[config.mk]
export PLATFORM = sky130hd
export DESIGN_NAME = timed_setpoint_schedule_queue_top
export DESIGN_NICKNAME = d
export VERILOG_FILES = /design/src/rtl/tsq_pkg.sv /design/src/rtl/timed_setpoint_schedule_queue_top.sv /design/src/rtl/tsq_cell.sv /design/src/rtl/tsq_pend_chain.sv /design/src/rtl/tsq_sched_chain.sv
export SDC_FILE = /design/constraint.sdc
export NUM_CORES = 2
export LEC_CHECK = 0
export ABC_AREA = 1
export BUFFER_PORTS_ARGS = -buffer_cell sky130_fd_sc_hd__buf_2
export CELL_PAD_IN_SITES_DETAIL_PLACEMENT = 1
export CELL_PAD_IN_SITES_GLOBAL_PLACEMENT = 1
export CORE_ASPECT_RATIO = 1.5
export CORE_MARGIN = 10
export CORE_UTILIZATION = 51
export CTS_BUF_LIST = sky130_fd_sc_hd__clkbuf_4 sky130_fd_sc_hd__clkbuf_8 sky130_fd_sc_hd__clkbuf_16
export DETAILED_ROUTE_END_ITERATION = 10
export PLACE_DENSITY_LB_ADDON = 0.1
export SYNTH_ARGS = -nofsm -noshare
export SYNTH_HDL_FRONTEND = slang
export SYNTH_SLANG_ARGS = --single-unit
[constraint.sdc]
create_clock -name clk -period 9.9 [get_ports clk]
set_input_delay 1.98 -clock clk [delete_from_list [all_inputs] [get_ports clk]]
set_output_delay 1.98 -clock clk [all_outputs]
set_load 0.005 [all_outputs]
[src/rtl/tsq_pkg.sv]
// ----------------------------------------------------------------------------
// tsq_pkg: shared types and constants of the timed setpoint schedule queue
// Holds the store depths, transaction structs, cell and chain controls and
// the controller state type.
// ----------------------------------------------------------------------------
package tsq_pkg;

  // store depths and derived widths
  localparam int SCHED_DEPTH = 16;
  localparam int PEND_DEPTH  = 8;
  localparam int SCHED_CNT_W = $clog2(SCHED_DEPTH + 1);
  localparam int PEND_CNT_W  = $clog2(PEND_DEPTH + 1);

  // action codes
  localparam logic [1:0] ACT_ADD    = 2'd0;
  localparam logic [1:0] ACT_COMMIT = 2'd1;
  localparam logic [1:0] ACT_TICK   = 2'd2;

  // error codes
  localparam logic [1:0] ERR_NONE      = 2'd0;
  localparam logic [1:0] ERR_PEND_FULL = 2'd1;
  localparam logic [1:0] ERR_OVERFLOW  = 2'd2;

  // input transaction
  typedef struct packed {
    logic [1:0]  action;
    logic [31:0] stamp;
    logic [31:0] payload;
  } in_item_t;

  // result transaction
  typedef struct packed {
    logic                   front_valid;
    logic [31:0]            front_time;
    logic [31:0]            front_value;
    logic [SCHED_CNT_W-1:0] scheduled_count;
    logic [PEND_CNT_W-1:0]  pending_count;
    logic [1:0]             error_code;
  } out_item_t;

  // one stored setpoint
  typedef struct packed {
    logic [31:0] stamp;
    logic [31:0] value;
  } entry_t;

  // what a cell loads on the next edge
  typedef enum logic [1:0] {
    CELL_HOLD,
    CELL_LOAD,
    CELL_LEFT,
    CELL_RIGHT
  } cell_op_t;

  // pending chain control
  typedef struct packed {
    logic insert;
    logic pop;
    logic clear;
  } pend_ctl_t;

  // pending chain status
  typedef struct packed {
    entry_t                head;
    logic [PEND_CNT_W-1:0] fill;
    logic                  full;
  } pend_sts_t;

  // schedule chain control
  typedef struct packed {
    logic append;
    logic pop;
    logic trim;
  } sched_ctl_t;

  // schedule chain status
  typedef struct packed {
    entry_t                 head;
    logic [SCHED_CNT_W-1:0] fill;
    logic                   full;
    logic                   trim_hit;
  } sched_sts_t;

  // controller states
  typedef enum logic [2:0] {
    ST_IDLE,
    ST_ADD,
    ST_TRIM,
    ST_APPEND,
    ST_TICK,
    ST_FINISH
  } state_t;

endpackage

[src/rtl/timed_setpoint_schedule_queue_top.sv]
// ----------------------------------------------------------------------------
// timed_setpoint_schedule_queue_top: timed setpoint schedule queue
// Pending and schedule stores as rows of shifting cells under one controller;
// add, commit and tick transactions each return one status result.
// ----------------------------------------------------------------------------
//
//   channel  ports                        moves
//   in       in_valid in_ready in_data    action, stamp, payload
//   out      out_valid out_ready out_data front, counts, error code
//
// One transaction is worked at a time; the controller walks the cell rows.
// Add inserts into the pending store, tick pops expired schedule entries and
// commit trims the schedule tail, then appends the pending entries, doing
// neither when nothing is pending. A finished result waits in the output
// register while the next transaction is taken; a stalled output holds back
// only the following result. Reset is synchronous, active low, empties both.
// ----------------------------------------------------------------------------
module timed_setpoint_schedule_queue_top (
  input  logic               clk,
  input  logic               rst_n,
  input  logic               in_valid,
  output logic               in_ready,
  input  tsq_pkg::in_item_t  in_data,
  output logic               out_valid,
  input  logic               out_ready,
  output tsq_pkg::out_item_t out_data
);

  tsq_pkg::state_t     state_r;
  tsq_pkg::state_t     state_nxt;
  tsq_pkg::in_item_t   cmd_r;
  logic                cmd_load;
  logic [1:0]          err_r;
  logic [1:0]          err_nxt;
  logic                out_valid_r;
  logic                out_valid_nxt;
  tsq_pkg::out_item_t  out_data_r;
  tsq_pkg::out_item_t  result;
  logic                out_load;
  logic                tick_hit;
  tsq_pkg::pend_ctl_t  pend_ctl;
  tsq_pkg::pend_sts_t  pend_sts;
  tsq_pkg::sched_ctl_t sched_ctl;
  tsq_pkg::sched_sts_t sched_sts;
  tsq_pkg::entry_t     cmd_entry;

  assign cmd_entry.stamp = cmd_r.stamp;
  assign cmd_entry.value = cmd_r.payload;

  // pending store
  tsq_pend_chain u_pend (
    .clk   (clk),
    .rst_n (rst_n),
    .ctl   (pend_ctl),
    .new_i (cmd_entry),
    .sts   (pend_sts)
  );

  // schedule store
  tsq_sched_chain u_sched (
    .clk      (clk),
    .rst_n    (rst_n),
    .ctl      (sched_ctl),
    .append_i (pend_sts.head),
    .trim_key (pend_sts.head.stamp),
    .sts      (sched_sts)
  );

  assign tick_hit = (sched_sts.fill != '0) && (sched_sts.head.stamp <= cmd_r.stamp);

  // next state and chain controls
  always_comb begin
    state_nxt = state_r;
    err_nxt   = err_r;
    in_ready  = 1'b0;
    cmd_load  = 1'b0;
    out_load  = 1'b0;
    pend_ctl  = '0;
    sched_ctl = '0;
    case (state_r)
      tsq_pkg::ST_IDLE: begin
        in_ready = 1'b1;
        if (in_valid) begin
          cmd_load = 1'b1;
          err_nxt  = tsq_pkg::ERR_NONE;
          case (in_data.action)
            tsq_pkg::ACT_ADD:    state_nxt = tsq_pkg::ST_ADD;
            tsq_pkg::ACT_COMMIT: state_nxt = tsq_pkg::ST_TRIM;
            tsq_pkg::ACT_TICK:   state_nxt = tsq_pkg::ST_TICK;
            default:             state_nxt = tsq_pkg::ST_FINISH;
          endcase
        end
      end
      tsq_pkg::ST_ADD: begin
        if (pend_sts.full) begin
          err_nxt = tsq_pkg::ERR_PEND_FULL;
        end else begin
          pend_ctl.insert = 1'b1;
        end
        state_nxt = tsq_pkg::ST_FINISH;
      end
      tsq_pkg::ST_TRIM: begin
        if (pend_sts.fill == '0) begin
          state_nxt = tsq_pkg::ST_FINISH;
        end else if (sched_sts.trim_hit) begin
          sched_ctl.trim = 1'b1;
        end else begin
          state_nxt = tsq_pkg::ST_APPEND;
        end
      end
      tsq_pkg::ST_APPEND: begin
        if (pend_sts.fill == '0) begin
          state_nxt = tsq_pkg::ST_FINISH;
        end else if (sched_sts.full) begin
          // schedule overflow, rest of the pending entries are dropped
          err_nxt        = tsq_pkg::ERR_OVERFLOW;
          pend_ctl.clear = 1'b1;
          state_nxt      = tsq_pkg::ST_FINISH;
        end else begin
          sched_ctl.append = 1'b1;
          pend_ctl.pop     = 1'b1;
        end
      end
      tsq_pkg::ST_TICK: begin
        if (tick_hit) begin
          sched_ctl.pop = 1'b1;
        end else begin
          state_nxt = tsq_pkg::ST_FINISH;
        end
      end
      tsq_pkg::ST_FINISH: begin
        if (!out_valid_r || out_ready) begin
          out_load  = 1'b1;
          state_nxt = tsq_pkg::ST_IDLE;
        end
      end
      default: begin
        state_nxt = tsq_pkg::ST_IDLE;
      end
    endcase
  end

  // result assembly
  always_comb begin
    result.front_valid     = (sched_sts.fill != '0);
    result.front_time      = result.front_valid ? sched_sts.head.stamp : 32'd0;
    result.front_value     = result.front_valid ? sched_sts.head.value : 32'd0;
    result.scheduled_count = sched_sts.fill;
    result.pending_count   = pend_sts.fill;
    result.error_code      = err_r;
  end

  assign out_valid_nxt = out_load ? 1'b1 : (out_ready ? 1'b0 : out_valid_r);

  // control registers
  always_ff @(posedge clk) begin
    if (!rst_n) begin
      state_r     <= tsq_pkg::ST_IDLE;
      err_r       <= tsq_pkg::ERR_NONE;
      out_valid_r <= 1'b0;
    end else begin
      state_r     <= state_nxt;
      err_r       <= err_nxt;
      out_valid_r <= out_valid_nxt;
    end
  end

  // payload registers
  always_ff @(posedge clk) begin
    if (cmd_load) begin
      cmd_r <= in_data;
    end
    if (out_load) begin
      out_data_r <= result;
    end
  end

  assign out_valid = out_valid_r;
  assign out_data  = out_data_r;

`ifndef SYNTH
  // fill counts never exceed the store depths
  a_fill_bound: assert property (@(posedge clk) disable iff (!rst_n)
    (pend_sts.fill <= tsq_pkg::PEND_CNT_W'(tsq_pkg::PEND_DEPTH)) &&
    (sched_sts.fill <= tsq_pkg::SCHED_CNT_W'(tsq_pkg::SCHED_DEPTH)))
    else $error("store fill count beyond depth");

  // an add into a full pending store leaves it untouched
  a_add_full: assert property (@(posedge clk) disable iff (!rst_n)
    (state_r == tsq_pkg::ST_ADD && pend_sts.full) |=>
    (pend_sts.fill == $past(pend_sts.fill)) && (err_r == tsq_pkg::ERR_PEND_FULL))
    else $error("add into full pending store changed it");

  // a commit always leaves the pending store empty
  a_commit_empty: assert property (@(posedge clk) disable iff (!rst_n)
    (state_r == tsq_pkg::ST_APPEND && state_nxt == tsq_pkg::ST_FINISH) |=>
    (pend_sts.fill == '0))
    else $error("pending store not empty after commit");

  // a tick never grows the schedule
  a_tick_shrink: assert property (@(posedge clk) disable iff (!rst_n)
    (state_r == tsq_pkg::ST_TICK) |=> (sched_sts.fill <= $past(sched_sts.fill)))
    else $error("schedule grew during tick");
`endif

endmodule

[src/rtl/tsq_cell.sv]
// ----------------------------------------------------------------------------
// tsq_cell: one storage cell of a setpoint chain
// Holds one time and value pair; keeps it, loads an external entry or takes
// the entry of its left or right neighbor.
// ----------------------------------------------------------------------------
module tsq_cell (
  input  logic              clk,
  input  tsq_pkg::cell_op_t op,
  input  tsq_pkg::entry_t   ext_i,
  input  tsq_pkg::entry_t   left_i,
  input  tsq_pkg::entry_t   right_i,
  output tsq_pkg::entry_t   entry_o
);

  tsq_pkg::entry_t entry_r;
  tsq_pkg::entry_t entry_nxt;

  // next entry select
  always_comb begin
    case (op)
      tsq_pkg::CELL_HOLD:  entry_nxt = entry_r;
      tsq_pkg::CELL_LOAD:  entry_nxt = ext_i;
      tsq_pkg::CELL_LEFT:  entry_nxt = left_i;
      tsq_pkg::CELL_RIGHT: entry_nxt = right_i;
      default:             entry_nxt = entry_r;
    endcase
  end

  // payload register, no reset
  always_ff @(posedge clk) begin
    entry_r <= entry_nxt;
  end

  assign entry_o = entry_r;

endmodule

[src/rtl/tsq_pend_chain.sv]
// ----------------------------------------------------------------------------
// tsq_pend_chain: pending store kept in time order
// Each add slides the later cells one place right so the chain stays sorted,
// equal times in arrival order; pop shifts the chain one place left.
// ----------------------------------------------------------------------------
module tsq_pend_chain (
  input  logic               clk,
  input  logic               rst_n,
  input  tsq_pkg::pend_ctl_t ctl,
  input  tsq_pkg::entry_t    new_i,
  output tsq_pkg::pend_sts_t sts
);

  localparam int N = tsq_pkg::PEND_DEPTH;
  localparam int W = tsq_pkg::PEND_CNT_W;

  logic [W-1:0]      fill_r;
  logic [W-1:0]      fill_nxt;
  logic              full;
  logic [N-1:0]      le;
  tsq_pkg::entry_t   cells [N];
  tsq_pkg::cell_op_t ops   [N];

  assign full = (fill_r == W'(N));

  // per-cell insert compare, true for occupied cells not later than the new one
  for (genvar i = 0; i < N; i++) begin : g_cmp
    assign le[i] = (W'(i) < fill_r) && (cells[i].stamp <= new_i.stamp);
  end

  // per-cell control
  for (genvar i = 0; i < N; i++) begin : g_op
    always_comb begin
      ops[i] = tsq_pkg::CELL_HOLD;
      if (ctl.insert && !full) begin
        if (le[i]) begin
          ops[i] = tsq_pkg::CELL_HOLD;
        end else if (i == 0) begin
          ops[i] = tsq_pkg::CELL_LOAD;
        end else if (le[(i > 0) ? i - 1 : 0]) begin
          ops[i] = tsq_pkg::CELL_LOAD;
        end else begin
          ops[i] = tsq_pkg::CELL_LEFT;
        end
      end else if (ctl.pop && (i < N - 1)) begin
        ops[i] = tsq_pkg::CELL_RIGHT;
      end
    end
  end

  // the row of cells
  for (genvar i = 0; i < N; i++) begin : g_cell
    tsq_cell u_cell (
      .clk     (clk),
      .op      (ops[i]),
      .ext_i   (new_i),
      .left_i  (cells[(i > 0) ? i - 1 : 0]),
      .right_i (cells[(i < N - 1) ? i + 1 : i]),
      .entry_o (cells[i])
    );
  end

  // fill count
  always_comb begin
    fill_nxt = fill_r;
    if (ctl.clear) begin
      fill_nxt = '0;
    end else if (ctl.insert && !full) begin
      fill_nxt = fill_r + W'(1);
    end else if (ctl.pop && (fill_r != '0)) begin
      fill_nxt = fill_r - W'(1);
    end
  end

  always_ff @(posedge clk) begin
    if (!rst_n) begin
      fill_r <= '0;
    end else begin
      fill_r <= fill_nxt;
    end
  end

  assign sts.head = cells[0];
  assign sts.fill = fill_r;
  assign sts.full = full;

endmodule

[src/rtl/tsq_sched_chain.sv]
// ----------------------------------------------------------------------------
// tsq_sched_chain: schedule kept in ascending time order
// Appends at the tail, pops at the head with a one-place left shift and
// trims the tail one entry per cycle while it is at or after the trim key.
// ----------------------------------------------------------------------------
module tsq_sched_chain (
  input  logic                clk,
  input  logic                rst_n,
  input  tsq_pkg::sched_ctl_t ctl,
  input  tsq_pkg::entry_t     append_i,
  input  logic [31:0]         trim_key,
  output tsq_pkg::sched_sts_t sts
);

  localparam int N = tsq_pkg::SCHED_DEPTH;
  localparam int W = tsq_pkg::SCHED_CNT_W;

  logic [W-1:0]      fill_r;
  logic [W-1:0]      fill_nxt;
  logic              full;
  logic [N-1:0]      ge;
  tsq_pkg::entry_t   cells [N];
  tsq_pkg::cell_op_t ops   [N];

  assign full = (fill_r == W'(N));

  // occupied cells at or after the trim key form a suffix of the occupied ones
  for (genvar i = 0; i < N; i++) begin : g_cmp
    assign ge[i] = (W'(i) < fill_r) && (cells[i].stamp >= trim_key);
  end

  // per-cell control
  for (genvar i = 0; i < N; i++) begin : g_op
    always_comb begin
      ops[i] = tsq_pkg::CELL_HOLD;
      if (ctl.append && (fill_r == W'(i))) begin
        ops[i] = tsq_pkg::CELL_LOAD;
      end else if (ctl.pop && (i < N - 1)) begin
        ops[i] = tsq_pkg::CELL_RIGHT;
      end
    end
  end

  // the row of cells
  for (genvar i = 0; i < N; i++) begin : g_cell
    tsq_cell u_cell (
      .clk     (clk),
      .op      (ops[i]),
      .ext_i   (append_i),
      .left_i  (cells[(i > 0) ? i - 1 : 0]),
      .right_i (cells[(i < N - 1) ? i + 1 : i]),
      .entry_o (cells[i])
    );
  end

  // fill count
  always_comb begin
    fill_nxt = fill_r;
    if (ctl.append && !full) begin
      fill_nxt = fill_r + W'(1);
    end else if ((ctl.pop || (ctl.trim && (|ge))) && (fill_r != '0)) begin
      fill_nxt = fill_r - W'(1);
    end
  end

  always_ff @(posedge clk) begin
    if (!rst_n) begin
      fill_r <= '0;
    end else begin
      fill_r <= fill_nxt;
    end
  end

  assign sts.head     = cells[0];
  assign sts.fill     = fill_r;
  assign sts.full     = full;
  assign sts.trim_hit = |ge;

endmodule

; Word-level counts from Yosys, hierarchy flattened
; Index checks and enable logic that the tools add are counted.
; Widths: inputs -> output; s select.
[word_totals]
inputBits = 70
output_inout_bits = 78
register_bits = 1691
[classes]
n_bitwise = 1
add_sub_neg = 4
mux = 103
order_cmp = 49
reduce_logical = 93
eq_ne = 104
[op_table]
columns = operator, count
row1 = $pmux 64 s3, 20
row2 = $ge 32x32->1, 16
row3 = $pmux 64 s2, 4
row4 = $le 32x32->1, 9
row5 = $eq 2x2->1 const B, 49
row6 = $mux 2, 45
row7 = $eq 2x1->1 const B, 25
row8 = $logic_not 2->1, 25
row9 = $logic_and 1x1->1, 46
row10 = $eq 5x4->1 const B, 8
row11 = $lt 4x5->1 const A, 8
row12 = $mux 3, 7
row13 = $eq 5x3->1 const B, 4
row14 = $lt 3x5->1 const A, 4
row15 = $mux 1, 20
row16 = $pmux 3 s6, 1
row17 = $lt 3x4->1 const A, 4
row18 = $reduce_or 16->1, 1
row19 = $eq 5x2->1 const B, 2
row20 = $lt 1x5->1 const A, 2
row21 = $lt 2x5->1 const A, 2
row22 = $mux 5, 2
row23 = $reduce_and 5->1, 2
row24 = $reduce_or 2->1, 5
row25 = other kinds (29), 43

; Depth between registers and ports, before layout
[logic_depth]
depth_word = 11
depth_mapped = 24
ltp_nobuf = 24

; By module
; From an unflattened synthesis, not the netlist that was laid out.
[hier_totals]
cells_unflattened = 12056
area_unflattened_um2 = 107758.3
[by_module_without_submodules]
columns = module, area_each_um2, instances, cells_per_inst, seq_area_each_um2
row1 = tsq_cell, 3433.3, 24, 358, 1921.8
row2 = tsq_sched_chain, 12842.3, 1, 1987, 100.1
row3 = tsq_pend_chain, 6475.0, 1, 974, 80.1
row4 = timed_setpoint_schedule_queue_top, 6042.0, 1, 503, 4324.1

; Least setup slack after synthesis
; No wires, ideal clock.
[synth_path]
kind = register to register
start = register u_pend.fill_r[0]
end = register u_sched.g_cell[6].u_cell.entry_r, in the netlist u_sched.g_cell[6].u_cell.entry_o[0] (enable)
setup_time_ps = 662
arrival_ps = 8017
required_time_ps = 9238
stages_incl_launch_ff = 11
setup_slack_ps = 1221
period_less_slack_ps = 8679
cell_sequence = dfxtp_1 > inv_1 > ha_1 > inv_1 > nor2_2 > inv_2 > nand2_2 > nor2_8 > inv_2 > clkbuf_1 > o41ai_1
[synth_between]
elab_chain_cells = 6
[synth_rtl]
columns = element, line_no
row1 = start: declaration, tsq_pend_chain.sv:17  ; logic [W-1:0] fill_r;
row2 = start signal: assignment, tsq_pend_chain.sv:79  ; fill_r <= fill_nxt;
row3 = $logic_not 4->1, timed_setpoint_schedule_queue_top.sv:112  ; if (pend_sts.fill == '0) begin
row4 = $mux 1, timed_setpoint_schedule_queue_top.sv:112
row5 = $mux 1, timed_setpoint_schedule_queue_top.sv:80  ; case (state_r)
row6 = $logic_and 1x1->1, tsq_sched_chain.sv:36  ; if (ctl.append && (fill_r == W'(i))) begin
row7 = $mux 2, tsq_sched_chain.sv:36
row8 = $logic_not 2->1, tsq_cell.sv:20  ; case (op)
row9 = end signal: assignment, tsq_cell.sv:31  ; entry_r <= entry_nxt;
row10 = end: declaration, tsq_cell.sv:15  ; tsq_pkg::entry_t entry_r;
; Every way passes these cells.
; A chain may end at the register's enable or synchronous reset.

; Final worst setup path
[layout_path]
start = register cmd_r, in the netlist cmd_entry[63]
end = register u_pend.g_cell[6].u_cell.entry_r, in the netlist u_pend.g_cell[6].u_cell.entry_o[4] (enable)
[layout_between]
elab_chain_cells = 6
elab_cells_between_ends = 8
classes_between = order compare: 2 / mux: 3 / reduce/logical: 3
[layout_rtl]
columns = element, line_no
row1 = start: declaration, timed_setpoint_schedule_queue_top.sv:31  ; tsq_pkg::in_item_t cmd_r;
row2 = start signal: assignment, timed_setpoint_schedule_queue_top.sv:171  ; cmd_r <= in_data;
row3 = $le 32x32->1, tsq_pend_chain.sv:28  ; assign le[i] = (W'(i) < fill_r) && (cells[i].stamp <= new_i.stamp);
row4 = $logic_and 1x1->1, tsq_pend_chain.sv:28
row5 = $mux 2, tsq_pend_chain.sv:40  ; end else if (le[(i > 0) ? i - 1 : 0]) begin
row6 = $mux 2 (*), tsq_pend_chain.sv:36  ; if (le[i]) begin
row7 = $mux 2 (*), tsq_pend_chain.sv:35  ; if (ctl.insert && !full) begin
row8 = $logic_not 2->1 (*), tsq_cell.sv:20
row9 = end signal: assignment, tsq_cell.sv:31
row10 = end: declaration, tsq_cell.sv:15
; Every way passes the cells marked *; elsewhere a longest branch is shown, timed or not.

==> impl_results.md <==
* Share of flip-flops with an asynchronous set or reset at 0%
* Antenna-violating nets left at 0
* Synth-to-layout area growth at 9.10%
* DIE HEIGHT at 534 um
* Share of cells above drive strength 1 at 6.62%
* Final hold slack at 496 ps
* Initial antenna violation count at 4
* Row cnt at 188
* Sw Share at 39.8%
* DRC viols at 0
* Detailed Route WL at 312000 um
* Crit path max fanout at 42
* Largest net degree at the start of global routing at 214
* DR WL/cell at 27.5 um
* Mapped Nets at 9898
* Outcome: finished, final reports clean
* IO buf count at 147
* Number of DRC markers in iteration 0 at 6604
* Maximum clock frequency at 0.154 GHz
* Sw Pwr at 10.7 mW
* Post-Syn Area at 89800 um2
* Clock power frac at 25.2%
* CTS hold repair buffers at 0
* Clk sink count at 1691
* Crit path largest cell delay at 1010 ps
* Worst-margin pin slew at 1380 ps
* Fin crit period at 6480 ps
* Pwr Density at 273 nW/um2
* Total die area at 194000 um2
* FF-to-FF setup slack at 3420 ps
* CP startpoint kind: register
* Worst setup margin at 3420 ps
* Core ar. at 175000 um2
* 1st-pass router iterations at 6
* Fin area at 98000 um2
* Overall global routing resource usage at 31.4%
* Worst Hold Class: register to register
* Int Pwr at 16.1 mW
* CTS tree: done
* Slew headroom at 7.88%
* Drt via density at 6.31
* CP arrival at 6950 ps
* Max-slew violations at 0
* Ys Warns at 0
* Most frequent CP cell: nand2_1
* # fillers at 19.3k
* VDD IR-drop max at 0.000347 V
* Sequential cell fraction of total power at 41.3%
* H-tree levels at 4
* Hold-critical path depth at 0
* Io pins at 148
* Area of the multi-input gates at 35700 um2
* Area post-placement at 92300 um2
* Layout Skew at 32.5 ps
* DP Worst Slack at 3650 ps
* Postcts setup bufs at 0
* Final Non-Filler Cells at 11.3k
* Post-synthesis sequential area ratio at 56.4%
* Syn avg cell area at 9.97 um2
* Count of cell types in the netlist at 52
* Post-layout util at 56.0%
* Worst r2r dst: u_pend.g_cell[6].u_cell.entry_o[4]
* GRT overflow at 0
* Clock slew at reported path FFs at 70 ps
* Clock buffer depth at 3
* Syn Inst Count at 9016
* Nets at 9801
* Crit end category: register
* Hpwl dp at 202000 um
* Worst Path Required at 10360 ps
* EDFF count, synth at 1676
* RSZ-0062 raised after global routing: no
* Number of CTS-inserted buffers at 170
* WP buf/inv at 5
* Slowest cell on the critical path: nor4_1
* Die width at 363 um
* Crit-path leading delay family: buffers and inverters
* Leakage power at 39.1 nW
* Cts repair resizes at 0
* Routability cong. at 0.961
* Post-placement cell count at 11.0k
* Reg2Reg Depth at 14
* Initial Utilization at 51.3%
* Register area at 50600 um2
* Worst-skew pair later-pin latency at 860 ps
* Tcrit/Tclk final at 65.5%
* Final hold vios at 0
* Crit Path Class: register to register
* Hold Path Origin: err_r[1]
* Setup TNS at 0 ps
* Logic pwr share at 33.5%
* Register bit total from synthesis at 1691
* Prevailing post-synth register cell: edfxtp_1
* Total number of vias at 71.6k
* Root buffer cell: clkbuf_16
* Hold EP: out_data[1]
* First-pass GRT wire length at 465000 um
* Max-Cap Viols at 0
* CP Cell Sequence: inv_1 > ha_1 > nand4_1 > nor4_1 > inv_1 > nor4_2 > nand2_1 > nand2_1 > nand2_1 > nand2_2 > buf_4 > o21ai_0 > clkinv_2 > buf_4
* Setup Viol. Count Final at 0
* Power, Total at 26.8 mW
* Vias in the first global route at 75.6k
* FF-to-FF Start: cmd_entry[63]
==> sequential cells by signal, summed over array words and instances (netlist names) <==
| signal | flops |
|---|---|
| cmd_entry | 64 |
| err_r | 2 |
| out_data | 76 |
| out_valid | 1 |
| state_r | 3 |
| u_pend.fill_r | 4 |
| u_pend.g_cell.u_cell.entry_o | 512 |
| u_sched.fill_r | 5 |
| u_sched.g_cell.u_cell.entry_o | 1024 |
==> worst max-delay path by stage <==
stage,from,endpoint,slack (ps),cells past startpoint
2_1_floorplan,u_pend.fill_r[0],u_sched.g_cell[6].u_cell.entry_o[0],1220,10
3_3_place_gp,cmd_entry[63],u_pend.g_cell[6].u_cell.entry_o[8],3760,14
3_5_place_dp,cmd_entry[63],u_pend.g_cell[6].u_cell.entry_o[8],3650,14
4_1_cts,cmd_entry[63],u_pend.g_cell[6].u_cell.entry_o[4],3620,14
5_1_grt,cmd_entry[63],u_pend.g_cell[6].u_cell.entry_o[4],3370,14
6_report,cmd_entry[63],u_pend.g_cell[6].u_cell.entry_o[4],3420,14
==> final cells by class <==
type	instances	area share [%]
Antenna cell	3	0.00766
Clock buffer	205	4.69
Clock inverter	105	1.16
Inverter	407	1.57
Multi-Input combinational cell	6409	36.5
Sequential cell	1691	51.6
Tap cell	2280	2.91
Timing Repair Buffer	240	1.55
==> worst register-to-register path, stage by stage, from the launching register on <==
cell,delay [ps]
edfxtp_1,470
inv_1,270
ha_1,450
nand4_1,200
nor4_1,1010
inv_1,150
nor4_2,320
nand2_1,110
nand2_1,90
nand2_1,70
nand2_2,570
buf_4,800
o21ai_0,230
clkinv_2,600
buf_4,720
==> cell usage after synthesis (21+ instances only) <==
cell type  number  area, um2
nand2_1      2704      10100
edfxtp_1     1676      50300
nand3_1      1412       7070
ha_1          812      10200
inv_1         398       1490
a21oi_1       369       1850
nand4_1       322       2010
nor2_1        319       1200
clkbuf_1      281       1050
o21ai_0       234       1170
buf_2         177        886
o21a_1         46        345
o211ai_1       38        285
nor3_1         23        115
buf_1          22       82.6
buf_4          21        158
==> power groups by stage <==
stage	Sequential, mW	Clock (mW)	Combinational, mW
after CTS	11.0	6.82	8.88
after global routing	11.1	7.08	9.83
after global placement	11.1	0	8.34
final	11.1	6.74	8.99
after detailed placement	11.1	0	8.79
after floorplan	10.7	0	5.51
==> layout by cell type (no fill, tap or decap), drive strengths merged, types with 27 or more instances in the layout <==
| master | n |
|---|---|
| a21oi | 370 |
| buf | 240 |
| clkbuf | 205 |
| clkinv | 86 |
| edfxtp | 1676 |
| ha | 812 |
| inv | 404 |
| nand2 | 2722 |
| nand3 | 1412 |
| nand4 | 322 |
| nor2 | 324 |
| nor3 | 27 |
| o211ai | 38 |
| o21a | 46 |
| o21ai | 241 |
==> routing by layer <==
| layer | track usage (%) | part of all wire [%] | routed length, um |
|---|---|---|---|
| met2 | 54.0 | 49 | 154000 |
| met1 | 38.3 | 39 | 121000 |
| met4 | 16.7 | 5.7 | 17800 |
| met3 | 4.10 | 5.9 | 18400 |
| met5 | 0 | 0.0058 | 18 |
==> kinds of logic (layout without fill, tap and decap cells) <==
family                   Yosys count  count (layout)  share of synthesized area (%)
AND/OR/NAND/NOR                 4829            4829                           23.3
multiplexers                       1               1                         0.0111
AO/OA/AOI/OAI                    761             761                           4.72
adder cells (fa/ha/maj)          812             812                           11.3
XOR/XNOR                           6               6                         0.0585
buffers and inverters            916             957                           4.23
flip-flops                      1691            1691                           56.4
other                              0               3                              0
No activity file was read; power rests on OpenSTA's default activity.
